<file path="src/hdl/sfr_pkg.sv">
// Shared constants, codes and control types of the serial frame receiver.
// No dependencies.
package sfr_pkg;

   localparam logic [7:0] START_BYTE = 8'hAA;
   localparam logic [7:0] END_BYTE   = 8'h55;

   // Width of the frame byte counter and of the payload index.
   localparam int COUNT_W = 6;

   typedef enum logic [1:0] {
      STATUS_OK      = 2'd0,
      STATUS_BAD_SUM = 2'd1,
      STATUS_BAD_END = 2'd2
   } status_type;

   typedef enum logic [2:0] {
      ST_TAKE  = 3'b001,
      ST_FETCH = 3'b010,
      ST_SEND  = 3'b100
   } state_type;

   // Commands from the controller to the datapath.
   typedef struct packed {
      logic take;
      logic rd_en;
      logic idx_inc;
   } cmd_type;

   // Status from the datapath to the controller.
   typedef struct packed {
      logic at_end;
      logic frame_bad;
      logic last_rsp;
   } stat_type;

endpackage

</file>
<file path="src/hdl/sfr_if.sv">
// Valid/ready channel interfaces for received bytes and frame results.
// Uses sfr_pkg for the byte index width.
interface sfr_req_if;
   logic       valid;
   logic       ready;
   logic [7:0] rx_byte;

   modport source (output valid, output rx_byte, input ready);
   modport sink (input valid, input rx_byte, output ready);
endinterface

interface sfr_rsp_if;
   logic                          valid;
   logic                          ready;
   logic [1:0]                    frame_status;
   logic [7:0]                    frame_type;
   logic [7:0]                    declared_length;
   logic [sfr_pkg::COUNT_W-1:0]   byte_index;
   logic [7:0]                    payload_byte;
   logic                          last_of_frame;

   modport source (output valid, output frame_status, output frame_type,
                   output declared_length, output byte_index, output payload_byte,
                   output last_of_frame, input ready);
   modport sink (input valid, input frame_status, input frame_type,
                 input declared_length, input byte_index, input payload_byte,
                 input last_of_frame, output ready);
endinterface

</file>
<file path="src/hdl/sfr_ram.sv">
// Generic single-port-write, single-port-read RAM with registered read data.
// No dependencies.
module sfr_ram #(
   parameter int WIDTH = 8,
   parameter int DEPTH = 8
) (
   input  logic                                   clock,
   input  logic                                   wr_en,
   input  logic [((DEPTH > 1) ? $clog2(DEPTH) : 1)-1:0] wr_addr,
   input  logic [WIDTH-1:0]                       wr_data,
   input  logic                                   rd_en,
   input  logic [((DEPTH > 1) ? $clog2(DEPTH) : 1)-1:0] rd_addr,
   output logic [WIDTH-1:0]                       rd_data
);

   logic [WIDTH-1:0] mem_ff [DEPTH];
   logic [WIDTH-1:0] rd_data_ff;

   always_ff @(posedge clock) begin
      if (wr_en) begin
         mem_ff[wr_addr] <= wr_data;
      end
      if (rd_en) begin
         rd_data_ff <= mem_ff[rd_addr];
      end
   end

   assign rd_data = rd_data_ff;

endmodule

</file>
<file path="src/hdl/sfr_datapath.sv">
// Datapath of the serial frame receiver: byte counter, checksum, held header
// fields, payload RAM and result fields. Uses sfr_pkg and sfr_ram.
module sfr_datapath #(
   parameter int PAYLOAD_BYTES = 8
) (
   input  logic                        clock,
   input  logic                        reset,
   input  sfr_pkg::cmd_type            cmd,
   input  logic [7:0]                  rx_byte,
   output sfr_pkg::stat_type           stat,
   output logic [1:0]                  frame_status,
   output logic [7:0]                  frame_type,
   output logic [7:0]                  declared_length,
   output logic [sfr_pkg::COUNT_W-1:0] byte_index,
   output logic [7:0]                  payload_byte,
   output logic                        last_of_frame
);

   localparam int CW       = sfr_pkg::COUNT_W;
   localparam int AW       = (PAYLOAD_BYTES > 1) ? $clog2(PAYLOAD_BYTES) : 1;
   localparam int SUM_SLOT = 3 + PAYLOAD_BYTES;
   localparam int END_SLOT = 4 + PAYLOAD_BYTES;

   localparam logic [CW-1:0] CNT_SUM  = CW'(SUM_SLOT);
   localparam logic [CW-1:0] CNT_END  = CW'(END_SLOT);
   localparam logic [CW-1:0] CNT_TYPE = CW'(1);
   localparam logic [CW-1:0] CNT_LEN  = CW'(2);
   localparam logic [CW-1:0] CNT_PAY  = CW'(3);
   localparam logic [CW-1:0] IDX_LAST = CW'(PAYLOAD_BYTES - 1);

   logic [CW-1:0]        count_ff, count_in;
   logic [7:0]           sum_ff, sum_in;
   logic [7:0]           type_ff, type_in;
   logic [7:0]           len_ff, len_in;
   logic [7:0]           chk_ff, chk_in;
   logic [CW-1:0]        idx_ff, idx_in;
   sfr_pkg::status_type  status_ff, status_in;

   logic                 wr_en;
   logic [CW-1:0]        slot_full;
   logic [7:0]           rd_data;
   logic                 bad_end;
   logic                 bad_sum;

   assign bad_end   = (rx_byte != sfr_pkg::END_BYTE);
   assign bad_sum   = (sum_ff != chk_ff);
   assign slot_full = count_ff - CNT_PAY;
   assign wr_en     = cmd.take && (count_ff >= CNT_PAY) && (count_ff < CNT_SUM);

   always_comb begin
      count_in  = count_ff;
      sum_in    = sum_ff;
      type_in   = type_ff;
      len_in    = len_ff;
      chk_in    = chk_ff;
      status_in = status_ff;
      if (cmd.take) begin
         if (count_ff == '0) begin
            if (rx_byte == sfr_pkg::START_BYTE) begin
               sum_in   = rx_byte;
               count_in = CNT_TYPE;
            end
         end else if (count_ff == CNT_END) begin
            count_in = '0;
            sum_in   = '0;
            if (bad_end) begin
               status_in = sfr_pkg::STATUS_BAD_END;
            end else if (bad_sum) begin
               status_in = sfr_pkg::STATUS_BAD_SUM;
            end else begin
               status_in = sfr_pkg::STATUS_OK;
            end
         end else if (count_ff == CNT_SUM) begin
            chk_in   = rx_byte;
            count_in = count_ff + CW'(1);
         end else begin
            if (count_ff == CNT_TYPE) begin
               type_in = rx_byte;
            end else if (count_ff == CNT_LEN) begin
               len_in = rx_byte;
            end
            sum_in   = sum_ff + rx_byte;
            count_in = count_ff + CW'(1);
         end
      end
   end

   always_comb begin
      idx_in = idx_ff;
      if (cmd.take) begin
         idx_in = '0;
      end else if (cmd.idx_inc) begin
         idx_in = idx_ff + CW'(1);
      end
   end

   always_ff @(posedge clock) begin
      if (reset) begin
         count_ff  <= '0;
         sum_ff    <= '0;
         type_ff   <= '0;
         len_ff    <= '0;
         chk_ff    <= '0;
         idx_ff    <= '0;
         status_ff <= sfr_pkg::STATUS_OK;
      end else begin
         count_ff  <= count_in;
         sum_ff    <= sum_in;
         type_ff   <= type_in;
         len_ff    <= len_in;
         chk_ff    <= chk_in;
         idx_ff    <= idx_in;
         status_ff <= status_in;
      end
   end

   sfr_ram #(
      .WIDTH (8),
      .DEPTH (PAYLOAD_BYTES)
   ) u_payload_ram (
      .clock   (clock),
      .wr_en   (wr_en),
      .wr_addr (slot_full[AW-1:0]),
      .wr_data (rx_byte),
      .rd_en   (cmd.rd_en),
      .rd_addr (idx_ff[AW-1:0]),
      .rd_data (rd_data)
   );

   assign stat.at_end    = (count_ff == CNT_END);
   assign stat.frame_bad = bad_end || bad_sum;
   assign stat.last_rsp  = last_of_frame;

   assign frame_status    = status_ff;
   assign frame_type      = type_ff;
   assign declared_length = len_ff;
   assign byte_index      = idx_ff;
   assign payload_byte    = (status_ff == sfr_pkg::STATUS_OK) ? rd_data : 8'd0;
   assign last_of_frame   = (status_ff != sfr_pkg::STATUS_OK) || (idx_ff == IDX_LAST);

endmodule

</file>
<file path="src/hdl/sfr_ctrl.sv">
// Controller of the serial frame receiver: takes bytes, then fetches and
// presents the results of a finished frame. Uses sfr_pkg.
module sfr_ctrl (
   input  logic              clock,
   input  logic              reset,
   input  logic              req_valid,
   output logic              req_ready,
   output logic              rsp_valid,
   input  logic              rsp_ready,
   input  sfr_pkg::stat_type stat,
   output sfr_pkg::cmd_type  cmd
);

   sfr_pkg::state_type state_ff, state_in;

   always_comb begin
      state_in    = state_ff;
      req_ready   = 1'b0;
      rsp_valid   = 1'b0;
      cmd.take    = 1'b0;
      cmd.rd_en   = 1'b0;
      cmd.idx_inc = 1'b0;
      unique case (state_ff)
         sfr_pkg::ST_TAKE: begin
            req_ready = 1'b1;
            cmd.take  = req_valid;
            if (req_valid && stat.at_end) begin
               state_in = stat.frame_bad ? sfr_pkg::ST_SEND : sfr_pkg::ST_FETCH;
            end
         end
         sfr_pkg::ST_FETCH: begin
            cmd.rd_en = 1'b1;
            state_in  = sfr_pkg::ST_SEND;
         end
         sfr_pkg::ST_SEND: begin
            rsp_valid = 1'b1;
            if (rsp_ready) begin
               if (stat.last_rsp) begin
                  state_in = sfr_pkg::ST_TAKE;
               end else begin
                  cmd.idx_inc = 1'b1;
                  state_in    = sfr_pkg::ST_FETCH;
               end
            end
         end
         default: begin
            state_in = sfr_pkg::ST_TAKE;
         end
      endcase
   end

   always_ff @(posedge clock) begin
      if (reset) begin
         state_ff <= sfr_pkg::ST_TAKE;
      end else begin
         state_ff <= state_in;
      end
   end

endmodule

</file>
<file path="src/hdl/serial_frame_receiver_top.sv">
// Serial frame receiver. Each input item is one received byte; the block hunts
// for the start byte 0xAA and then collects a fixed frame of type, length,
// PAYLOAD_BYTES payload bytes, an 8-bit additive checksum and the end byte 0x55.
// While a frame is being received one byte is accepted every cycle. When the
// end byte arrives, input is held off until the frame's results are all taken:
// a bad end byte or a checksum mismatch gives a single error item the next
// cycle, and a good frame gives PAYLOAD_BYTES items, each made by a read of
// the payload RAM and then its presentation, and each held as long as the
// output stalls. The items come one at a time because the payload RAM has a
// single registered read port. The length byte is passed through with each item
// but is never checked.

module serial_frame_receiver_top #(
   parameter int PAYLOAD_BYTES = 8
) (
   input  logic        clock,
   input  logic        reset,
   sfr_req_if.sink     req_chan,
   sfr_rsp_if.source   rsp_chan
);

   // Command and status between the controller and the datapath.
   sfr_pkg::cmd_type  cmd;
   sfr_pkg::stat_type stat;

   // The controller owns both handshakes; it only accepts a byte when no
   // result is pending, so the datapath's held fields stay stable for output.
   sfr_ctrl u_ctrl (
      .clock     (clock),
      .reset     (reset),
      .req_valid (req_chan.valid),
      .req_ready (req_chan.ready),
      .rsp_valid (rsp_chan.valid),
      .rsp_ready (rsp_chan.ready),
      .stat      (stat),
      .cmd       (cmd)
   );

   // The datapath keeps the frame state and the payload, and forms every
   // field of the result item directly from its registers.
   sfr_datapath #(
      .PAYLOAD_BYTES (PAYLOAD_BYTES)
   ) u_datapath (
      .clock           (clock),
      .reset           (reset),
      .cmd             (cmd),
      .rx_byte         (req_chan.rx_byte),
      .stat            (stat),
      .frame_status    (rsp_chan.frame_status),
      .frame_type      (rsp_chan.frame_type),
      .declared_length (rsp_chan.declared_length),
      .byte_index      (rsp_chan.byte_index),
      .payload_byte    (rsp_chan.payload_byte),
      .last_of_frame   (rsp_chan.last_of_frame)
   );

endmodule

</file>
<file path="src/flat_wrapper.sv">
// flat-port wrapper written by rule: the top's interface ports become plain ports
module serial_frame_receiver_top_flat 
#(
   parameter int PAYLOAD_BYTES = 8
)
  (clock, reset, req_chan_valid, req_chan_rx_byte, req_chan_ready, rsp_chan_valid, rsp_chan_frame_status, rsp_chan_frame_type, rsp_chan_declared_length, rsp_chan_byte_index, rsp_chan_payload_byte, rsp_chan_last_of_frame, rsp_chan_ready);
  sfr_req_if req_chan_i ();
  sfr_rsp_if rsp_chan_i ();
  input  logic clock;
  input  logic reset;
  input wire logic [$bits(req_chan_i.valid)-1:0] req_chan_valid;
  input wire logic [$bits(req_chan_i.rx_byte)-1:0] req_chan_rx_byte;
  output wire logic [$bits(req_chan_i.ready)-1:0] req_chan_ready;
  output wire logic [$bits(rsp_chan_i.valid)-1:0] rsp_chan_valid;
  output wire logic [$bits(rsp_chan_i.frame_status)-1:0] rsp_chan_frame_status;
  output wire logic [$bits(rsp_chan_i.frame_type)-1:0] rsp_chan_frame_type;
  output wire logic [$bits(rsp_chan_i.declared_length)-1:0] rsp_chan_declared_length;
  output wire logic [$bits(rsp_chan_i.byte_index)-1:0] rsp_chan_byte_index;
  output wire logic [$bits(rsp_chan_i.payload_byte)-1:0] rsp_chan_payload_byte;
  output wire logic [$bits(rsp_chan_i.last_of_frame)-1:0] rsp_chan_last_of_frame;
  input wire logic [$bits(rsp_chan_i.ready)-1:0] rsp_chan_ready;
  assign req_chan_i.valid = req_chan_valid;
  assign req_chan_i.rx_byte = req_chan_rx_byte;
  assign req_chan_ready = req_chan_i.ready;
  assign rsp_chan_valid = rsp_chan_i.valid;
  assign rsp_chan_frame_status = rsp_chan_i.frame_status;
  assign rsp_chan_frame_type = rsp_chan_i.frame_type;
  assign rsp_chan_declared_length = rsp_chan_i.declared_length;
  assign rsp_chan_byte_index = rsp_chan_i.byte_index;
  assign rsp_chan_payload_byte = rsp_chan_i.payload_byte;
  assign rsp_chan_last_of_frame = rsp_chan_i.last_of_frame;
  assign rsp_chan_i.ready = rsp_chan_ready;
  serial_frame_receiver_top #(.PAYLOAD_BYTES(PAYLOAD_BYTES)) u_core (.clock(clock), .reset(reset), .req_chan(req_chan_i), .rsp_chan(rsp_chan_i));
endmodule
</file>
<file path="config.mk">
export PLATFORM = sky130hd
export DESIGN_NAME = serial_frame_receiver_top_flat
export DESIGN_NICKNAME = d
export VERILOG_FILES = /design/src/hdl/sfr_pkg.sv /design/src/hdl/sfr_if.sv /design/src/hdl/sfr_ram.sv /design/src/hdl/sfr_datapath.sv /design/src/hdl/sfr_ctrl.sv /design/src/hdl/serial_frame_receiver_top.sv /design/src/flat_wrapper.sv
export SDC_FILE = /design/constraint.sdc
export NUM_CORES = 1
export LEC_CHECK = 0
export BUFFER_PORTS_ARGS = -buffer_cell sky130_fd_sc_hd__buf_2
export CORE_ASPECT_RATIO = 1.4
export CORE_MARGIN = 5
export CORE_UTILIZATION = 39
export CTS_CLUSTER_SIZE = 20
export DETAILED_ROUTE_END_ITERATION = 6
export PLACE_DENSITY = 0.67
export REMOVE_ABC_BUFFERS = 1
export SYNTH_ARGS = -nofsm -noshare
export SYNTH_HDL_FRONTEND = slang
export SYNTH_SLANG_ARGS = --single-unit
</file>
<file path="constraint.sdc">
create_clock -name clock -period 2.45 [get_ports clock]
set_clock_uncertainty 0.15 [all_clocks]
set_input_delay 0.245 -clock clock [delete_from_list [all_inputs] [get_ports clock]]
set_output_delay 0.245 -clock clock [all_outputs]
set_load 0.005 [all_outputs]
</file>
After elaboration in Yosys (flattened, before gate mapping)
Memories as Yosys holds them, arrays and structs flattened. A register that Yosys moved wholly into a read port is not among the register bits.
Index checks and enable logic that the tools add are counted.
{"block": "word_totals", "reg_bits": 49, "ram_bits": 64, "n_memories": 1}
{"memory": "u_core.u_datapath.u_payload_ram.mem_ff", "words": 8, "word_bits": 8, "read_ports": 1, "rd_clocked_by_memory_dff": 1, "write_ports": 1, "line": "sfr_ram.sv:16", "source": "logic [WIDTH-1:0] mem_ff [DEPTH];"}
{"block": "classes", "bitwise": 4, "mux": 24, "add_sub_neg": 4, "eq_ne": 15, "reduce_logical": 16, "magnitude_cmp": 2}
{"operator": "$mux W8", "n": 5}
{"operator": "$mux W6", "n": 3}
{"operator": "$add A6 B1 Y6 const B", "n": 2}
{"operator": "$eq A6 B4 Y1 const B", "n": 2}
{"operator": "$mux W1", "n": 10}
{"operator": "$mux W3", "n": 3}
{"operator": "$pmux W3 S3", "n": 1}
{"operator": "$add A8 B8 Y8", "n": 1}
{"operator": "$eq A8 B8 Y1 const B", "n": 1}
{"operator": "$ne A8 B7 Y1 const B", "n": 1}
{"operator": "$ne A8 B8 Y1", "n": 1}
{"operator": "$eq A6 B1 Y1 const B", "n": 1}
{"operator": "$eq A6 B2 Y1 const B", "n": 1}
{"operator": "$eq A6 B3 Y1 const B", "n": 1}
{"operator": "$ge A6 B2 Y1 const B", "n": 1}
{"operator": "$logic_not A6 Y1", "n": 1}
{"operator": "$lt A6 B4 Y1 const B", "n": 1}
{"operator": "$reduce_and A3 Y1", "n": 2}
{"operator": "$reduce_and A6 Y1", "n": 1}
{"operator": "$reduce_and A5 Y1", "n": 1}
{"operator": "$mux W2", "n": 2}
{"operator": "$ne A2 B2 Y1 const B", "n": 2}
{"operator": "$not A1 Y1", "n": 4}
{"operator": "$reduce_and A2 Y1", "n": 2}
{"operator": "other kinds (12)", "n": 15}

Depth between registers and ports, before layout
Gate-level depths: netlist of the first run.
{"block": "logic_depth", "word_depth": 6, "ltp_mapped": 9}

By module
A second synthesis of the first run with hierarchy kept.
{"block": "hier_totals", "hier_cells": 455, "area_unflattened_um2": 5559.1}
{"module": "sfr_ram", "area_each_um2": 2771.4, "seq_area_each_um2": 2162.1, "cells_each": 114, "instances": 1}
{"module": "sfr_datapath", "area_each_um2": 2588.7, "seq_area_each_um2": 920.9, "cells_each": 314, "instances": 1}
{"module": "sfr_ctrl", "area_each_um2": 198.9, "seq_area_each_um2": 60.1, "cells_each": 27, "instances": 1}

Worst setup path after synthesis of the first run
No wires, ideal clock.
{"block": "synth_timing", "path_type": "reg2reg", "startpoint": "register u_core.u_datapath.count_ff[0]", "endpoint": "memory u_core.u_datapath.u_payload_ram.mem_ff[0][0] (enable)", "setup_time_ns": 0.383, "path_buffers": 1, "period_less_slack_ns": 2.455, "arrival_ns": 1.922, "setup_slack_ns": -0.005, "path_stages_with_launch": 7, "required_time_ns": 1.917, "cell_sequence": "dfxtp_1 -> ha_1 -> clkbuf_1 -> nor2_1 -> xnor2_1 -> nand4_1 -> nor3_1"}
{"block": "synth_via", "elab_chain_len": 5, "word_cells_on_any_way": 7}
{"item": "start, declared", "line": "sfr_datapath.sv:31", "source": "logic [CW-1:0] count_ff, count_in;"}
{"item": "start signal, assigned", "line": "sfr_datapath.sv:107", "source": "count_ff <= count_in;"}
{"item": "$ge A6 B2 Y1", "line": "sfr_datapath.sv:48", "source": "assign wr_en = cmd.take && (count_ff >= CNT_PAY) && (count_ff < CNT_SUM);"}
{"item": "$logic_and A1 B1 Y1 (2 in a row)", "line": "sfr_datapath.sv:48"}
{"item": "$mux W1", "line": "sfr_ram.sv:20", "source": "if (wr_en) begin"}
{"item": "$mux W1 (implied by the code)", "line": "sfr_ram.sv:21", "source": "mem_ff[wr_addr] <= wr_data;"}
{"item": "end, declared", "line": "sfr_ram.sv:16"}
Parallel ways exist; a longest one is shown, timed or not.

Worst setup path after layout of the first run
{"block": "layout_timing", "startpoint": "register u_core.u_datapath.idx_ff[0] (netlist: u_core.u_datapath.byte_index[0])", "endpoint": "output port rsp_chan_last_of_frame"}
{"block": "layout_via", "elab_chain_len": 2}
{"item": "start, declared", "line": "sfr_datapath.sv:36", "source": "logic [CW-1:0] idx_ff, idx_in;"}
{"item": "start signal, assigned", "line": "sfr_datapath.sv:112", "source": "idx_ff <= idx_in;"}
{"item": "$eq A6 B3 Y1", "line": "sfr_datapath.sv:139", "source": "assign last_of_frame = (status_ff != sfr_pkg::STATUS_OK) || (idx_ff == IDX_LAST);"}
{"item": "$logic_or A1 B1 Y1", "line": "sfr_datapath.sv:139"}
{"item": "end, declared", "line": "flat_wrapper.sv:20", "source": "output wire logic [$bits(rsp_chan_i.last_of_frame)-1:0] rsp_chan_last_of_frame;"}
Every way passes these cells.

==> results of run 1 <==
[cell usage after synthesis (all sizes together) (2+ instances only)]
cell type | number | area [µm²]
a211oi | 10 | 75.1
a21oi | 28 | 140
a311oi | 2 | 17.5
a31oi | 2 | 12.5
and2 | 10 | 62.6
buf | 9 | 68.8
clkbuf | 12 | 55.1
dfxtp | 49 | 981
edfxtp | 72 | 2160
ha | 12 | 150
inv | 11 | 41.3
mux2 | 8 | 90.1
mux2i | 11 | 110
mux4 | 16 | 360
nand2 | 29 | 109
nand2b | 2 | 12.5
nand3 | 11 | 55.1
nand4 | 8 | 50.1
nor2 | 39 | 146
nor2b | 5 | 31.3
nor3 | 14 | 81.3
nor3b | 5 | 42.5
nor4 | 2 | 12.5
nor4bb | 3 | 30.0
o2111ai | 2 | 17.5
o21a | 4 | 30.0
o21ai | 23 | 115
or3 | 7 | 43.8
xnor2 | 12 | 105
xor2 | 3 | 26.3
[metal layers]
| layer | vias up | part of all wire, % | global-route usage (%) |
|---|---|---|---|
| li1 | 1796 | - | - |
| met1 | 1827 | 37 | 16.5 |
| met2 | 84 | 57 | 30.5 |
| met3 | 21 | 3.8 | 4.83 |
| met4 | 0 | 2.5 | 6.61 |
| met5 | - | 0 | 0 |
[worst max-delay path, stage by stage (launching register included)]
cell	delay, ps
dfxtp_1	370
buf_12	200
ha_1	190
nand2_1	120
o21ai_0	400
buf_2	190
[cell families (layout without fill, tap and decap cells)]
logic type                 count (synthesis)  after routing  share of synthesized area (%)
buffers and inverters                     33            115                           3.23
adders and majority gates                 13             13                           3.14
and+or+nand+nor                          139            139                           13.2
muxes                                     35             35                           10.3
AOI/OAI and AO/OA                         84             84                           9.65
xor gates and xnor gates                  15             15                           2.43
DFF                                      121            121                           58.0
[path summary, 6_finish.rpt]
path / startpoint / cells after the start / to / slack, ps
setup / recovery: u_core.u_datapath.byte_index[0]$_SDFFE_PP0P_ / 5 / rsp_chan_last_of_frame / 160
hold / removal: req_chan_rx_byte[3] / 3 / u_core.u_datapath.frame_type[3]$_SDFFE_PP0P_ / 50
setup reg to reg: u_core.u_datapath.count_ff[0]$_SDFFE_PP0P_ / 6 / u_core.u_datapath.u_payload_ram.mem_ff[4][4]$_DFFE_PP_ / 240
hold reg to reg: u_core.u_datapath.frame_type[7]$_SDFFE_PP0P_ / 2 / u_core.u_datapath.frame_type[7]$_SDFFE_PP0P_ / 310
[cell type report]
class                   instances  area [µm²]
clock inverters                13         129
well taps                     185         231
repair buffers                 72         438
multi-input cells             286        2100
inverters                      11        41.3
fillers                      1250        7270
clock buffers                  19         433
flip-flops and latches        121        3140
[state kept, by name, summed over array words and instances, names as in the netlist]
| register | count |
|---|---|
| u_core.u_datapath.sum_ff | 8 |
| u_core.u_datapath.u_payload_ram.mem_ff | 64 |
| u_core.u_datapath.frame_status | 2 |
| u_core.u_datapath.frame_type | 8 |
| u_core.u_ctrl.state_ff | 3 |
| u_core.u_datapath.declared_length | 8 |
| u_core.u_datapath.u_payload_ram.rd_data | 8 |
| u_core.u_datapath.count_ff | 6 |
| u_core.u_datapath.chk_ff | 8 |
| u_core.u_datapath.byte_index | 6 |
[through the flow]
stage	utilization (%)	instance area, µm²	hold slack, ps	worst slack (ps)
2_1_floorplan	-	5280	164	61.0
3_3_place_gp	43.2	5950	298	283
3_5_place_dp	43.2	5950	305	270
4_1_cts	47.3	6520	48.5	143
5_1_grt	47.3	6520	59.2	69.1
6_report	47.3	6520	53.5	160
[where the power goes]
| part | switching (µW) | internal (µW) |
|---|---|---|
| Sequential | 1.04 | 2150 |
| Clock | 862 | 1480 |
| Combinational | 77.3 | 29.9 |
| Total | 940 | 3660 |
==> flow_summary.ini, run 1 <==
[placement]
post-dp-hpwl_mm = 8.91
io_buffer_count = 46
dp.cells = 675
finalWeightedCongestion = 0.836

[clock_tree]
cts_tree = built
clk_path_buf_depth = 2
clk_pin_slew_ps = 60
htree_num_levels = 4
cts.sinks = 121
cts_buffers = 17
clk_latency_ps = 410
clockRootBuffer = clkbuf_16
ctsResizeCount = 0
post_cts_buffers = 0
cts_hold_buf = 0

[power]
p_per_area_mw_per_mm2 = 707
p_leak_uw = 0.00228
ir_worst_vdd_v = 0.000517
finalPower_uw = 4600

[sta]
drv_slew = 0
slew_headroom_pct = 62.8
layout_min_cycle_time_ps = 2290
tightest_slew_ps = 553
fin_crit_sh_pct = 93.5
rsz0062_at_grt = false
setup_viol = 0
hold_viol_final = 0
setup_tns_ps = 0
max_freq_mhz = 437

[final_layout]
area_growth_pct = 20.3
layout_common_cells = 72 x edfxtp_1, 49 x dfxtp_1, 46 x buf_2
n_antenna_cell = 0
final_cells = 707
fin_nets = 534
drive_gt1_share_pct = 24.3
layout_commonest_cell = edfxtp_1

[logic_synthesis]
synth_area_per_cell_um2 = 12.3
synthesis.area_mm2 = 0.00542
synthFlopType = edfxtp_1
ys_seq_area_share_pct = 58.0
synth_edf_count = 72
yosysUniqueCellTypes = 55
ys.warnings.count = 0
synthArstFlopShare_pct = 0
ys_seq_elements = 121
synth_cells = 440

[worst_setup_path]
criticalPathCategory = reg2out
cp.required_ps = 2060
critical_path.endpoint_type = output port
path_max_fanout = 20
cp.arrival_ps = 1900
start_kind = flip-flop

[routing]
via_per_inst = 5.27
antenna_left = 0
wl_mm = 12.5
avgRoutedWirePerCell_um = 17.7
drt_iter0_drc = 213
drc = 0
route.vias.total = 3728
drtPass1Iterations = 4

[grt]
gr-total-overflow = 0
grt_max_degree = 28
grt_pass1_wl_mm = 19.8
grt_pass1_vias = 3730
antenna_found_initial = 0
grt.total_usage_pct = 16.3

[floorplan]
placementRows = 51
die_h_um = 149
ios = 47
core_area_mm2 = 0.0138
initial_core_util_pct = 39.3
die_x_um = 110
die_area_mm2 = 0.0164

[run]
max_cap_viol_count = 0

[hold_path]
hold_path_class = in2reg

[status]
status = finished clean
Power figures use the tool's default switching activity.
==> run 2, diff against run 1 <==
SYNTH_HIERARCHICAL = 1   (was default)
==> flow_summary.ini, run 2 <==
[logic_synthesis]
ys_top_cells_by_area = edfxtp_1 39%, dfxtp_1 18%, mux4_1 7.1%
synth_edf_count = 72
synthFlopType = edfxtp_1
yosysTopAreaCellShare_pct = 38.9
synth_area_per_cell_um2 = 12.2
synth_cells = 455
ys.warnings.count = 6
yosys-top-cells-count = 72 x edfxtp_1, 68 x nor2_1, 49 x dfxtp_1
synthArstFlopShare_pct = 0
synthesis.area_mm2 = 0.00556
yosys.cell_count.top_type = edfxtp_1
ys_seq_elements = 121
ys_seq_area_share_pct = 56.5
yosysUniqueCellTypes = 61
synth_largest_area_cell = edfxtp_1

[status]
status = finished clean

[final_layout]
layout_common_cells = 72 x edfxtp_1, 68 x nor2_1, 49 x dfxtp_1
final_cells = 727
drive_gt1_share_pct = 23.2
fin_area_mm2 = 0.00667
n_antenna_cell = 0
largest_reg_flops = 64
fin_nets = 555
regMostFlops = u_core/u_datapath/u_payload_ram/mem_ff
layout_commonest_cell = edfxtp_1
num-fill-cells = 1249
area_growth_pct = 20.1

[clock_tree]
htree_num_levels = 4
clk_latency_ps = 410
cts_tree = built
cts.sinks = 121
clk_pin_slew_ps = 50
post_cts_buffers = 0
clk_path_buf_depth = 2
clockRootBuffer = clkbuf_16
cts_buffers = 17

[routing]
wl_mm = 12.8
via_per_inst = 5.29
drt_iter0_drc = 160
route.vias.total = 3844
antenna_left = 0
drtPass1Iterations = 4
drc = 0
avgRoutedWirePerCell_um = 17.6

[worst_setup_path]
cp_slowest_cell = dfxtp_1
criticalPathCategory = reg2reg
cp_common_cell = nand2b_1
start_kind = flip-flop
path_max_fanout = 8
cp.required_ps = 2410
critical_path.endpoint_type = flip-flop
crit_path_max_incr_delay_ps = 350
critical_path.cell_chain = nand2b_1 -> nor2_1 -> and2_1 -> nand2b_1 -> nor3_2 -> nand2b_1 -> nor3_1 -> buf_4
cp_num_buf_inv = 1
path_delay_family = simple AND/OR/NAND/NOR gates
cp.arrival_ps = 2240

[placement]
dp.cells = 695
post-dp-hpwl_mm = 9.16
finalWeightedCongestion = 0.909
placed_cell_area_mm2 = 0.00611
io_buffer_count = 46
place_ws_ps = 204

[floorplan]
initial_core_util_pct = 39.8
ios = 47
die_area_mm2 = 0.0168
die_x_um = 111
die_h_um = 151
placementRows = 51
core_area_mm2 = 0.0140

[sta]
max_freq_mhz = 439
fin_crit_sh_pct = 93.0
slew_headroom_pct = 67.9
drv_slew = 0
layout_min_cycle_time_ps = 2280
tightest_slew_ps = 475
hold_viol_final = 0
fin_ws_ps = 171
setup_viol = 0
rsz0062_at_grt = false

[power]
ir_worst_vdd_v = 0.000365
p_per_area_mw_per_mm2 = 684
p_leak_uw = 0.00254

[grt]
grt.total_usage_pct = 15.5
grt_pass1_wl_mm = 20.2
grt_pass1_vias = 3851
gr-total-overflow = 0
antenna_found_initial = 0
grt_max_degree = 31

[hold_path]
hold_path_class = in2reg

[run]
max_cap_viol_count = 0
[run 2: cell count changes after synthesis, moves of 5 or more]
cell | before | now
a211oi_1 | 10 | 0
mux4_1 | 0 | 15
mux4_2 | 16 | 1
nand2b_1 | 2 | 9
nor2_1 | 39 | 68
o21ai_0 | 23 | 5
o22ai_1 | 0 | 5
or3_1 | 7 | 1
[run 2: area by class of cell]
class	count	area, µm²	share of cell area, %
Tap cell	185	231	3.47
Multi-Input combinational cell	301	2240	33.6
Timing Repair Buffer	77	465	6.97
Clock inverter	9	101	1.52
Inverter	12	45.0	0.675
Clock buffer	22	444	6.66
Sequential cell	121	3140	47.1
[run 2: stage by stage]
stage / hold slack [ps] / utilization (%) / total power [µW] / TNS, ps
floorplan: 164 / - / 2230 / -2930
global placement: 298 / 43.7 / 2300 / 0
detailed placement: 301 / 43.7 / 2300 / 0
CTS: 32.2 / 47.7 / 4610 / 0
global route: 41.9 / 47.8 / 4720 / 0
finish: 37.9 / 47.8 / 4570 / 0
[run 2: worst paths after layout]
kind	startpoint	to	slack, ps	cells past startpoint
hold reg to reg	u_core/u_datapath/frame_type[4]$_SDFFE_PP0P_	u_core/u_datapath/frame_type[4]$_SDFFE_PP0P_	310	2
setup reg to reg	u_core/u_ctrl/state_ff[2]$_SDFFE_PP0P_	u_core/u_datapath/u_payload_ram/mem_ff[0][0]$_DFFE_PP_	170	8
hold / removal	reset	u_core/u_datapath/frame_status[1]$_SDFFE_PP0P_	40	2
setup / recovery	u_core/u_ctrl/state_ff[2]$_SDFFE_PP0P_	u_core/u_datapath/u_payload_ram/mem_ff[0][0]$_DFFE_PP_	170	8
[run 2: what timing repair did]
| item | in CTS | in global routing |
|---|---|---|
| hold buffers | 1 | 0 |
| setup endpoints to repair | 0 | 16 |
| hold endpoints to repair | 4 | 0 |
| gates resized for setup | 0 | 1 |
[run 2: where the power goes]
part	leakage (µW)	total, µW	internal (µW)	switching, µW
Combinational	0.00124	112	32.9	78.6
Clock	0.000257	2300	1480	824
Sequential	0.00104	2150	2150	0.861
Total	0.00254	4570	3660	904
[run 2: layer usage]
metal	GRT usage, %	up-vias	share of wire [%]
met5	0	-	0
met4	6.78	0	2.5
met3	4.40	19	4.9
met2	28.5	118	54
met1	16.7	1885	39
li1	-	1822	-
[run 2: logic make-up (layout without fill, tap and decap cells)]
family	Yosys count	count (layout)	synth area share (%)
DFF	121	121	56.5
adders and majority gates	13	13	3.06
and+or+nand+nor	166	166	14.6
xor gates and xnor gates	18	18	2.84
buffers and inverters	33	120	3.20
AOI/OAI and AO/OA	68	68	8.53
muxes	36	36	11.3
